### config.mk
export PLATFORM = sky130hd
export DESIGN_NAME = slab_object_allocator_flat
export DESIGN_NICKNAME = d
export VERILOG_FILES = /design/src/soa_pkg.sv /design/src/soa_in_if.sv /design/src/soa_out_if.sv /design/src/soa_bit_scan.sv /design/src/slab_object_allocator.sv /design/src/flat_wrapper.sv
export SDC_FILE = /design/constraint.sdc
export NUM_CORES = 2
export LEC_CHECK = 0
export BUFFER_PORTS_ARGS = -buffer_cell sky130_fd_sc_hd__buf_2
export CAP_MARGIN = 5
export CORE_MARGIN = 3
export CORE_UTILIZATION = 65
export CTS_CLUSTER_SIZE = 25
export DETAILED_ROUTE_END_ITERATION = 10
export PLACE_DENSITY = 0.81
export SETUP_SLACK_MARGIN = 0.2
export SLEW_MARGIN = 20
export SYNTH_ARGS = -nofsm -noshare
export SYNTH_HDL_FRONTEND = slang
export SYNTH_SLANG_ARGS = --single-unit
### constraint.sdc
create_clock -name clk -period 14.1 [get_ports clk]
set_input_delay 2.115 -clock clk [delete_from_list [all_inputs] [get_ports clk]]
set_output_delay 2.115 -clock clk [all_outputs]
set_load 0.03 [all_outputs]
### src/soa_pkg.sv
`default_nettype none
package soa_pkg;
  localparam int SLAB_SLOTS_DEF = 16;
  localparam int OBJ_MAX_DEF    = 64;

  typedef enum logic [1:0] {
    KIND_UNUSED  = 2'd0,
    KIND_FREE    = 2'd1,
    KIND_PARTIAL = 2'd2,
    KIND_FULL    = 2'd3
  } kind_t;

  typedef enum logic [1:0] {
    ST_DONE    = 2'd0,
    ST_NOSLAB  = 2'd1,
    ST_IGNORED = 2'd2
  } status_t;

  typedef enum logic [0:0] {
    REQ_ALLOC = 1'b0,
    REQ_FREE  = 1'b1
  } req_t;

  localparam logic CFG_OBJS  = 1'b0;
  localparam logic CFG_LIMIT = 1'b1;

  typedef enum logic [3:0] {
    S_IDLE,
    S_PICK,
    S_SCAN,
    S_SET,
    S_FCHK,
    S_FCLR,
    S_FLIST,
    S_SHRINK,
    S_OUT
  } fsm_t;
endpackage
`default_nettype wire

### src/soa_in_if.sv
`default_nettype none
interface soa_in_if;
  logic       valid;
  logic       ready;
  logic       req_type;
  logic [3:0] slab_id;
  logic [5:0] obj_index;
  modport source (output valid, req_type, slab_id, obj_index, input ready);
  modport sink   (input valid, req_type, slab_id, obj_index, output ready);
endinterface
`default_nettype wire

### src/soa_out_if.sv
`default_nettype none
interface soa_out_if;
  logic        valid;
  logic        ready;
  logic [1:0]  status;
  logic [3:0]  alloc_slab;
  logic [5:0]  alloc_index;
  logic [10:0] used_count;
  logic [4:0]  slab_count;
  logic [4:0]  slabs_released;
  modport source (output valid, status, alloc_slab, alloc_index, used_count,
                  slab_count, slabs_released, input ready);
  modport sink   (input valid, status, alloc_slab, alloc_index, used_count,
                  slab_count, slabs_released, output ready);
endinterface
`default_nettype wire

### src/soa_bit_scan.sv
`default_nettype none
// Shared bitmap unit: finds the lowest clear bit below a limit, 8 bits a cycle.
module soa_bit_scan #(
  parameter int OBJ_MAX = soa_pkg::OBJ_MAX_DEF
) (
  input  wire logic                       clk,
  input  wire logic                       rst_n,
  input  wire logic                       start,
  input  wire logic [OBJ_MAX-1:0]         word,
  input  wire logic [$clog2(OBJ_MAX+1)-1:0] limit,
  output logic                            done,
  output logic                            found,
  output logic [$clog2(OBJ_MAX)-1:0]      index
);
  import soa_pkg::*;
  localparam int IW  = $clog2(OBJ_MAX);
  localparam int CW  = $clog2(OBJ_MAX+1);
  localparam int CH  = (OBJ_MAX + 7) / 8;
  localparam int PW  = CH * 8;
  localparam int PIW = $clog2(PW);

  logic [PW-1:0] pad;
  logic          busy_r, busy_nxt;
  logic [CW-1:0] base_r, base_nxt;
  logic [7:0]    probe;
  logic          hit;
  logic [2:0]    off;
  logic [CW-1:0] cand;

  assign pad = {{(PW-OBJ_MAX){1'b1}}, word};

  // probe one byte for a clear bit
  always_comb begin
    probe = pad[base_r[PIW-1:0] +: 8];
    hit = 1'b0;
    off = '0;
    for (int k = 7; k >= 0; k--) begin
      if (!probe[k]) begin
        hit = 1'b1;
        off = 3'(k);
      end
    end
    cand = base_r + CW'(off);
  end

  always_comb begin
    busy_nxt = busy_r;
    base_nxt = base_r;
    done  = 1'b0;
    found = 1'b0;
    index = cand[IW-1:0];
    if (start) begin
      busy_nxt = 1'b1;
      base_nxt = '0;
    end else if (busy_r) begin
      if ((hit && cand < limit) ||
          (CW+1)'(base_r) + (CW+1)'(8) >= (CW+1)'(limit)) begin
        done = 1'b1;
        found = hit && (cand < limit);
        busy_nxt = 1'b0;
      end else begin
        base_nxt = base_r + CW'(8);
      end
    end
  end

  always_ff @(posedge clk) begin
    if (!rst_n) begin
      busy_r <= 1'b0;
      base_r <= '0;
    end else begin
      busy_r <= busy_nxt;
      base_r <= base_nxt;
    end
  end
endmodule
`default_nettype wire

### src/slab_object_allocator.sv
`default_nettype none
// Slab object allocator for one object cache. One request is in flight at a
// time: in_ch.ready is high only in the idle state and stays low from
// acceptance until the cycle after the result word has been taken. An
// allocate picks a slab, probes its bitmap a byte at a time on the shared
// bitmap scanner, sets the found bit and presents the result; the set step
// is skipped when no clear bit is found, and the scan too when no slab is
// available. A free checks, clears the bit, relinks the slab and may shrink;
// an ignored free goes straight to the result, which is held until taken.
// Slab lists are kept as per-slot order ranks.
module slab_object_allocator #(
  parameter int SLAB_SLOTS = soa_pkg::SLAB_SLOTS_DEF,
  parameter int OBJ_MAX    = soa_pkg::OBJ_MAX_DEF
) (
  input  wire logic       clk,
  input  wire logic       rst_n,
  input  wire logic       cfg_we,
  input  wire logic       cfg_index,
  input  wire logic [6:0] cfg_data,
  soa_in_if.sink          in_ch,
  soa_out_if.source       out_ch
);
  import soa_pkg::*;
  localparam int SW = $clog2(SLAB_SLOTS);
  localparam int LW = $clog2(SLAB_SLOTS+1);
  localparam int IW = $clog2(OBJ_MAX);
  localparam int CW = $clog2(OBJ_MAX+1);

  // config
  logic [6:0] objs_r;
  logic [4:0] limit_r;
  always_ff @(posedge clk) begin
    if (!rst_n) begin
      objs_r  <= 7'd64;
      limit_r <= 5'd16;
    end else if (cfg_we) begin
      if (cfg_index == CFG_OBJS) objs_r <= cfg_data;
      else limit_r <= cfg_data[4:0];
    end
  end
  logic [CW-1:0] n_eff;
  always_comb begin
    if (objs_r == 0) n_eff = CW'(1);
    else if (32'(objs_r) > OBJ_MAX) n_eff = CW'(OBJ_MAX);
    else n_eff = CW'(objs_r);
  end

  // per-slot state; list order as rank (0 = head)
  logic [OBJ_MAX-1:0] bm_r [SLAB_SLOTS];
  logic [CW-1:0]      cnt_r [SLAB_SLOTS];
  kind_t              kind_r [SLAB_SLOTS];
  logic [LW-1:0]      rank_r [SLAB_SLOTS];
  logic [LW-1:0]      plen_r, flen_r;
  logic               grew_r;
  logic [10:0]        used_r;
  logic [4:0]         total_r;

  fsm_t          st_r, st_nxt;
  logic [SW-1:0] sid_r;
  logic [5:0]    oix_r;
  logic [1:0]    status_r;
  logic [SW-1:0] aslab_r;
  logic [IW-1:0] aidx_r;
  logic [4:0]    rel_r;
  // original slab id kept full width to test slot range
  logic [3:0]    in_sid_full_r;

  // head lookups and lowest unused slot
  logic [SW-1:0] phead, fhead, unused;
  logic          has_unused;
  always_comb begin
    phead = '0; fhead = '0; unused = '0; has_unused = 1'b0;
    for (int k = SLAB_SLOTS-1; k >= 0; k--) begin
      if (kind_r[k] == KIND_PARTIAL && rank_r[k] == '0) phead = SW'(k);
      if (kind_r[k] == KIND_FREE && rank_r[k] == '0) fhead = SW'(k);
      if (kind_r[k] == KIND_UNUSED) begin
        unused = SW'(k);
        has_unused = 1'b1;
      end
    end
  end

  logic          sc_start, sc_done, sc_found;
  logic [IW-1:0] sc_idx;
  soa_bit_scan #(.OBJ_MAX(OBJ_MAX)) u_scan (
    .clk(clk), .rst_n(rst_n), .start(sc_start), .word(bm_r[sid_r]),
    .limit(n_eff), .done(sc_done), .found(sc_found), .index(sc_idx)
  );

  logic       fvalid;
  always_comb begin
    fvalid = (32'(in_sid_full_r) < SLAB_SLOTS) &&
             (kind_r[sid_r] == KIND_PARTIAL || kind_r[sid_r] == KIND_FULL) &&
             (32'(oix_r) < 32'(n_eff)) && (32'(oix_r) < OBJ_MAX) &&
             bm_r[sid_r][oix_r[IW-1:0]] && (cnt_r[sid_r] != '0);
  end

  assign in_ch.ready  = (st_r == S_IDLE);
  assign out_ch.valid = (st_r == S_OUT);
  assign out_ch.status = status_r;
  assign out_ch.alloc_slab = 4'(aslab_r);
  assign out_ch.alloc_index = 6'(aidx_r);
  assign out_ch.used_count = used_r;
  assign out_ch.slab_count = total_r;
  assign out_ch.slabs_released = rel_r;

  // sequencer state
  always_ff @(posedge clk) begin
    if (!rst_n) st_r <= S_IDLE;
    else st_r <= st_nxt;
  end

  // sequencer
  always_comb begin
    st_nxt = st_r;
    sc_start = 1'b0;
    case (st_r)
      S_IDLE:   if (in_ch.valid) st_nxt = (in_ch.req_type == REQ_ALLOC) ? S_PICK : S_FCHK;
      S_PICK:   begin
        if (plen_r != 0 || flen_r != 0 || (total_r < limit_r && has_unused)) begin
          st_nxt = S_SCAN;
          sc_start = 1'b1;
        end else st_nxt = S_OUT;
      end
      S_SCAN:   if (sc_done) st_nxt = sc_found ? S_SET : S_OUT;
      S_SET:    st_nxt = S_OUT;
      S_FCHK:   st_nxt = fvalid ? S_FCLR : S_OUT;
      S_FCLR:   st_nxt = S_FLIST;
      S_FLIST:  st_nxt = (cnt_r[sid_r] == '0 && 32'(total_r) > 32'(flen_r) + 1)
                         ? S_SHRINK : S_OUT;
      S_SHRINK: st_nxt = S_OUT;
      S_OUT:    if (out_ch.ready) st_nxt = S_IDLE;
      default:  st_nxt = S_IDLE;
    endcase
  end

  // datapath: list insert at head bumps ranks; removal lowers ranks behind
  always_ff @(posedge clk) begin
    if (!rst_n) begin
      for (int k = 0; k < SLAB_SLOTS; k++) begin
        bm_r[k] <= '0; cnt_r[k] <= '0; kind_r[k] <= KIND_UNUSED; rank_r[k] <= '0;
      end
      plen_r <= '0; flen_r <= '0; grew_r <= 1'b0; used_r <= '0; total_r <= '0;
      status_r <= ST_DONE; aslab_r <= '0; aidx_r <= '0; rel_r <= '0;
      sid_r <= '0; oix_r <= '0; in_sid_full_r <= '0;
    end else begin
      case (st_r)
        S_IDLE: if (in_ch.valid) begin
          in_sid_full_r <= in_ch.slab_id;
          sid_r <= SW'(in_ch.slab_id);
          oix_r <= in_ch.obj_index;
          status_r <= ST_DONE; aslab_r <= '0; aidx_r <= '0; rel_r <= '0;
        end
        S_PICK: begin
          if (plen_r != 0) sid_r <= phead;
          else if (flen_r != 0) begin
            sid_r <= fhead;
            for (int k = 0; k < SLAB_SLOTS; k++) begin
              if (kind_r[k] == KIND_FREE) rank_r[k] <= rank_r[k] - 1'b1;
              if (kind_r[k] == KIND_PARTIAL) rank_r[k] <= rank_r[k] + 1'b1;
            end
            kind_r[fhead] <= KIND_PARTIAL; rank_r[fhead] <= '0;
            flen_r <= flen_r - 1'b1; plen_r <= plen_r + 1'b1;
          end else if (total_r < limit_r && has_unused) begin
            sid_r <= unused;
            for (int k = 0; k < SLAB_SLOTS; k++)
              if (kind_r[k] == KIND_PARTIAL) rank_r[k] <= rank_r[k] + 1'b1;
            bm_r[unused] <= '0; cnt_r[unused] <= '0;
            kind_r[unused] <= KIND_PARTIAL; rank_r[unused] <= '0;
            plen_r <= plen_r + 1'b1; total_r <= total_r + 1'b1; grew_r <= 1'b1;
          end else status_r <= ST_NOSLAB;
        end
        S_SCAN: if (sc_done) begin
          if (sc_found) aidx_r <= sc_idx;
          else status_r <= ST_NOSLAB;
        end
        S_SET: begin
          bm_r[sid_r][aidx_r] <= 1'b1;
          cnt_r[sid_r] <= cnt_r[sid_r] + 1'b1;
          used_r <= used_r + 1'b1;
          aslab_r <= sid_r;
          if (cnt_r[sid_r] + 1'b1 >= n_eff) begin
            for (int k = 0; k < SLAB_SLOTS; k++)
              if (kind_r[k] == KIND_PARTIAL && rank_r[k] > rank_r[sid_r])
                rank_r[k] <= rank_r[k] - 1'b1;
            kind_r[sid_r] <= KIND_FULL;
            plen_r <= plen_r - 1'b1;
          end
        end
        S_FCHK: if (!fvalid) status_r <= ST_IGNORED;
        S_FCLR: begin
          bm_r[sid_r][oix_r[IW-1:0]] <= 1'b0;
          cnt_r[sid_r] <= cnt_r[sid_r] - 1'b1;
          if (used_r != 0) used_r <= used_r - 1'b1;
          if (kind_r[sid_r] == KIND_PARTIAL) begin
            for (int k = 0; k < SLAB_SLOTS; k++)
              if (kind_r[k] == KIND_PARTIAL && rank_r[k] > rank_r[sid_r])
                rank_r[k] <= rank_r[k] - 1'b1;
            plen_r <= plen_r - 1'b1;
          end
          kind_r[sid_r] <= KIND_FULL;
        end
        S_FLIST: begin
          if (cnt_r[sid_r] == '0) begin
            for (int k = 0; k < SLAB_SLOTS; k++)
              if (kind_r[k] == KIND_FREE) rank_r[k] <= rank_r[k] + 1'b1;
            kind_r[sid_r] <= KIND_FREE; rank_r[sid_r] <= '0;
            flen_r <= flen_r + 1'b1;
          end else begin
            for (int k = 0; k < SLAB_SLOTS; k++)
              if (kind_r[k] == KIND_PARTIAL) rank_r[k] <= rank_r[k] + 1'b1;
            kind_r[sid_r] <= KIND_PARTIAL; rank_r[sid_r] <= '0;
            plen_r <= plen_r + 1'b1;
          end
        end
        S_SHRINK: begin
          if (grew_r) grew_r <= 1'b0;
          else begin
            rel_r <= 5'(flen_r);
            total_r <= total_r - 5'(flen_r);
            for (int k = 0; k < SLAB_SLOTS; k++)
              if (kind_r[k] == KIND_FREE) begin
                kind_r[k] <= KIND_UNUSED; cnt_r[k] <= '0;
              end
            flen_r <= '0;
          end
        end
        default: ;
      endcase
    end
  end

  // list lengths never exceed the slab count
  a_len: assert property (@(posedge clk) disable iff (!rst_n)
    32'(plen_r) + 32'(flen_r) <= 32'(total_r)) else $error("list length overflow");
  a_rdy: assert property (@(posedge clk) disable iff (!rst_n)
    (in_ch.valid && in_ch.ready) |=> !in_ch.ready) else $error("ready during work");
  a_held: assert property (@(posedge clk) disable iff (!rst_n)
    (out_ch.valid && !out_ch.ready) |=> out_ch.valid) else $error("result dropped");
endmodule
`default_nettype wire
### src/flat_wrapper.sv
// flat-port wrapper written by rule: the top's interface ports become plain ports
module slab_object_allocator_flat import soa_pkg::*;
#(
  parameter int SLAB_SLOTS = soa_pkg::SLAB_SLOTS_DEF,
  parameter int OBJ_MAX    = soa_pkg::OBJ_MAX_DEF
)
  (clk, rst_n, cfg_we, cfg_index, cfg_data, in_ch_valid, in_ch_req_type, in_ch_slab_id, in_ch_obj_index, in_ch_ready, out_ch_valid, out_ch_status, out_ch_alloc_slab, out_ch_alloc_index, out_ch_used_count, out_ch_slab_count, out_ch_slabs_released, out_ch_ready);
  soa_in_if in_ch_i ();
  soa_out_if out_ch_i ();
  input  wire logic clk;
  input  wire logic rst_n;
  input  wire logic cfg_we;
  input  wire logic cfg_index;
  input  wire logic [6:0] cfg_data;
  input wire logic [$bits(in_ch_i.valid)-1:0] in_ch_valid;
  input wire logic [$bits(in_ch_i.req_type)-1:0] in_ch_req_type;
  input wire logic [$bits(in_ch_i.slab_id)-1:0] in_ch_slab_id;
  input wire logic [$bits(in_ch_i.obj_index)-1:0] in_ch_obj_index;
  output wire logic [$bits(in_ch_i.ready)-1:0] in_ch_ready;
  output wire logic [$bits(out_ch_i.valid)-1:0] out_ch_valid;
  output wire logic [$bits(out_ch_i.status)-1:0] out_ch_status;
  output wire logic [$bits(out_ch_i.alloc_slab)-1:0] out_ch_alloc_slab;
  output wire logic [$bits(out_ch_i.alloc_index)-1:0] out_ch_alloc_index;
  output wire logic [$bits(out_ch_i.used_count)-1:0] out_ch_used_count;
  output wire logic [$bits(out_ch_i.slab_count)-1:0] out_ch_slab_count;
  output wire logic [$bits(out_ch_i.slabs_released)-1:0] out_ch_slabs_released;
  input wire logic [$bits(out_ch_i.ready)-1:0] out_ch_ready;
  assign in_ch_i.valid = in_ch_valid;
  assign in_ch_i.req_type = in_ch_req_type;
  assign in_ch_i.slab_id = in_ch_slab_id;
  assign in_ch_i.obj_index = in_ch_obj_index;
  assign in_ch_ready = in_ch_i.ready;
  assign out_ch_valid = out_ch_i.valid;
  assign out_ch_status = out_ch_i.status;
  assign out_ch_alloc_slab = out_ch_i.alloc_slab;
  assign out_ch_alloc_index = out_ch_i.alloc_index;
  assign out_ch_used_count = out_ch_i.used_count;
  assign out_ch_slab_count = out_ch_i.slab_count;
  assign out_ch_slabs_released = out_ch_i.slabs_released;
  assign out_ch_i.ready = out_ch_ready;
  slab_object_allocator #(.SLAB_SLOTS(SLAB_SLOTS), .OBJ_MAX(OBJ_MAX)) u_core (.clk(clk), .rst_n(rst_n), .cfg_we(cfg_we), .cfg_index(cfg_index), .cfg_data(cfg_data), .in_ch(in_ch_i), .out_ch(out_ch_i));
endmodule
==> impl_metrics.csv <==
group,metric,value,unit
outcome,status,"completed",
die,die_w,345,um
die,start_util,0.660,
sta,rsz0062_at_grt,"no",
yosys,synth_top_family_by_area,"compound AO/OA/AOI/OAI gates",
clock_network,root_buffer,"clkbuf_16",
yosys,synth.cell_area,74800,um2
detailed_routing,num_vias,62233,
critical_path,critPathRequiredTime,14.74,ns
grt,grt_overflow_total,0,
power,internal-power,8730,uW
detailed_routing,ant_nets,0,
place,place.gp.congestion,1.02,
grt,grt_pass1_vias,58198,
yosys,synthSimpleGateAreaFrac,0.137,
grt,grt.total_usage,0.396,
yosys,yosysTopAreaCellShare,0.469,
place,placed_area,75600,um2
yosys,synth_fa_ha_area_frac,0.0290,
critical_path,reg2reg_to,"u_core.rank_r[4][4]$_SDFFE_PP0P_",
critical_path,critical_path_class,"reg2reg",
critical_path,cp_max_fo,48,
sta,setup_viol,0,
grt,grt_pass1_wl,360000,um
power,sequentialPowerShare,0.340,
yosys,synth-xor-area-share,0.00714,
sta,skew,0.0312,ns
sta,hold_viol,0,
die,fp-row-count,123,
cells_and_area,final_cell_mix,"nor2_1, edfxtp_1, o21ai_0",
power,irDropWorstVdd,161,uV
worst_hold_path,min_path_type,"reg2reg",
grt,grt_util_met3,0.129,
clock_network,cts_made_buffers,141,
yosys,synth_cell_types,94,
sta,max_freq,0.128,GHz
critical_path,reg2reg_depth,20,
grt,grt_max_degree,148,
cells_and_area,drive_gt1_frac,0.121,
clock_network,htreeDepth,4,
clock_network,post_cts_buffers,0,
critical_path,crit_path_start_kind,"flip-flop",
sta,slew_violations,0,
cells_and_area,fin_area,80100,um2
critical_path,r2r_slack,6.31,ns
yosys,ys_async_sr_fraction,0,
place,dp.cells,8239,
yosys,synth_compound_area_frac,0.161,
clock_network,clkSlewWorstSetupHoldPaths,0.07,ns
cells_and_area,final_nets,7077,
yosys,synth_edf_count,1168,
critical_path,crit_path_end_kind,"flip-flop",
sta,max-slew-margin-rel,0.191,
yosys,yosys.area.top_type,"edfxtp_1",
yosys,synth_nets,7419,
detailed_routing,drt_iter0_drc,11122,
grt,grtUsageMet2,0.576,
sta,worstMarginPinSlew,1.21,ns
clock_network,cts_tree,"built",
yosys,seq_area_frac_synth,0.511,
sta,setup_tns,0,ns
clock_network,cts.path.max_buffers,3,
die,core-area,113000,um2
sta,fin_crit_sh,0.552,
cells_and_area,syn_to_final_growth,7.08,%
grt,globalRouteMet1Util,0.545,
yosys,synth.area.top_cells,"edfxtp_1, mux4_2, o21ai_0, nor2_1, dfxtp_1",
power,power_switching,5620,uW
detailed_routing,wire_per_inst,28.5,um
die,num_io_pins,59,
place,place.port_buffers,58,
cells_and_area,layout_commonest_cell,"nor2_1",
power,swShare,0.392,
yosys,yosys_warnings,0,
die,dieArea,119000,um2
cells_and_area,post-route-util,0.706,
cells_and_area,final_cells,8501,
power,power_density,179,nW/um2
sta,whs,0.464,ns
power,p_clk_frac,0.256,
clock_network,cts.repair.resized,0,
cells_and_area,fill_cells,7840,
job,drv_cap,0,
grt,gr-max-usage-layer,"met2",
detailed_routing,first_pass_iters,7,
detailed_routing,drcViolationCount,0,
critical_path,crit_end,"u_core.rank_r[4][4]$_SDFFE_PP0P_",
clock_network,clkLatencyLatePin,0.78,ns
grt,antenna_found_initial,9,
yosys,synthMuxAreaShare,0.109,
yosys,synth_seq_cells,1327,
sta,finalCriticalPeriod,7.79,ns
yosys,synth_area_per_cell,10.4,um2
place,dp_hpwl,150000,um
critical_path,arrival,8.43,ns
detailed_routing,vias_per_cell,7.32,
die,dieHeight,345,um
detailed_routing,routed_wl,242000,um
power,leakagePower,0.0263,uW
yosys,synth_cells,7224,
clock_network,clock-sinks,1327,
power,power_frac_comb,0.403,
clock_network,cts-hold-fix-buffers,0,
yosys,synth_ff_type,"edfxtp_1",
## registers in the layout, indices dropped and copies added (netlist names), 6 cells and up, named ones only
signal	flops
u_core.bm_r	1024
u_core.out_ch.alloc_index	6
u_core.cnt_r	112
u_core.rank_r	80
u_core.kind_r	32
u_core.oix_r	6
u_core.out_ch.used_count	11
u_core.objs_r	7
## through the flow
stage | setup WS (ns) | power, uW
CTS | 6.63 | 14100
global route | 6.01 | 14800
finish | 6.31 | 14400
detailed placement | 6.68 | 10500
floorplan | 7.87 | 8690
global placement | 6.74 | 10300
## cells in the mapped netlist, types with 43 or more instances
library cell  instances
a211oi_1             48
a21oi_1             200
a221oi_1             91
a22oi_1              88
and2_1               43
buf_1                47
clkbuf_1            584
dfxtp_1             159
edfxtp_1           1168
ha_1                167
inv_1               112
mux2i_1             142
mux4_2              277
nand2_1             385
nand2b_1             65
nand3_1              88
nor2_1             1422
nor2b_1              73
nor3_1               96
o211ai_1             43
o21a_1               53
o21ai_0            1134
o22ai_1              57
## layout make-up
cell class	count	area, um2	area share
diodes	7	17.5	0.000219
multi-input cells	5068	33400	0.417
flip-flops and latches	1327	38300	0.478
repair buffers	226	1610	0.0201
inverters	118	443	0.00553
clock inverters	73	649	0.00811
well taps	1500	1880	0.0234
clock buffers	182	3810	0.0475
## critical path: stages (launching register included)
cell and delay, ns:
dfxtp_4 0.77, buf_4 0.85, inv_2 0.46, nand2_1 0.14
and2_1 0.26, mux2i_1 0.29, and3_1 0.30, nand3_1 0.11
xnor2_1 0.13, ha_1 0.23, a2111oi_0 0.40, o21a_1 0.22
nand3b_1 0.13, buf_4 0.30, nand2_1 0.26, a221oi_1 0.63
nand4_1 0.42, nor2_2 0.96, o21ai_0 0.39, nand2_1 0.15
a311oi_1 0.11
## worst min path at each step
stage                                                  start                                        to  slack (ns)  cells past startpoint
floorplan                      u_core.objs_r[0]$_SDFFE_PN0P_             u_core.objs_r[0]$_SDFFE_PN0P_        0.44                      2
global placement              u_core.limit_r[2]$_SDFFE_PN0P_            u_core.limit_r[2]$_SDFFE_PN0P_        0.45                      2
detailed placement            u_core.limit_r[3]$_SDFFE_PN0P_            u_core.limit_r[3]$_SDFFE_PN0P_        0.45                      2
CTS                           u_core.limit_r[3]$_SDFFE_PN0P_            u_core.limit_r[3]$_SDFFE_PN0P_        0.46                      2
global route        u_core.out_ch.alloc_slab[2]$_SDFFE_PN0P_  u_core.out_ch.alloc_slab[2]$_SDFFE_PN0P_        0.48                      2
finish                        u_core.limit_r[3]$_SDFFE_PN0P_            u_core.limit_r[3]$_SDFFE_PN0P_        0.46                      2
## power by group through the flow
stage	Combinational [uW]	Clock (uW)	Sequential, uW
final	5790	3680	4890
after global routing	6070	3820	4910
after CTS	5570	3670	4870
after detailed placement	5540	0	4950
after global placement	5420	0	4930
after floorplan	3970	0	4730
## logic make-up (layout without fill, tap and decap cells)
| group | count (synthesis) | after routing |
|---|---|---|
| flip-flops | 1327 | 1327 |
| AO/OA/AOI/OAI | 2005 | 2005 |
| XOR/XNOR | 61 | 61 |
| AND/OR/NAND/NOR | 2374 | 2374 |
| multiplexers | 457 | 457 |
| buffers and inverters | 829 | 599 |
| other | 0 | 7 |
| adder cells (fa/ha/maj) | 171 | 171 |
## metal layers
metal	vias up	wire length [um]	share of wire
li1	26033	-	-
met1	29756	84300	0.35
met2	5491	106000	0.44
met3	941	40300	0.17
met4	12	12000	0.049
met5	-	68	0.00028
Note: power is estimated with default switching activity, not from simulation.
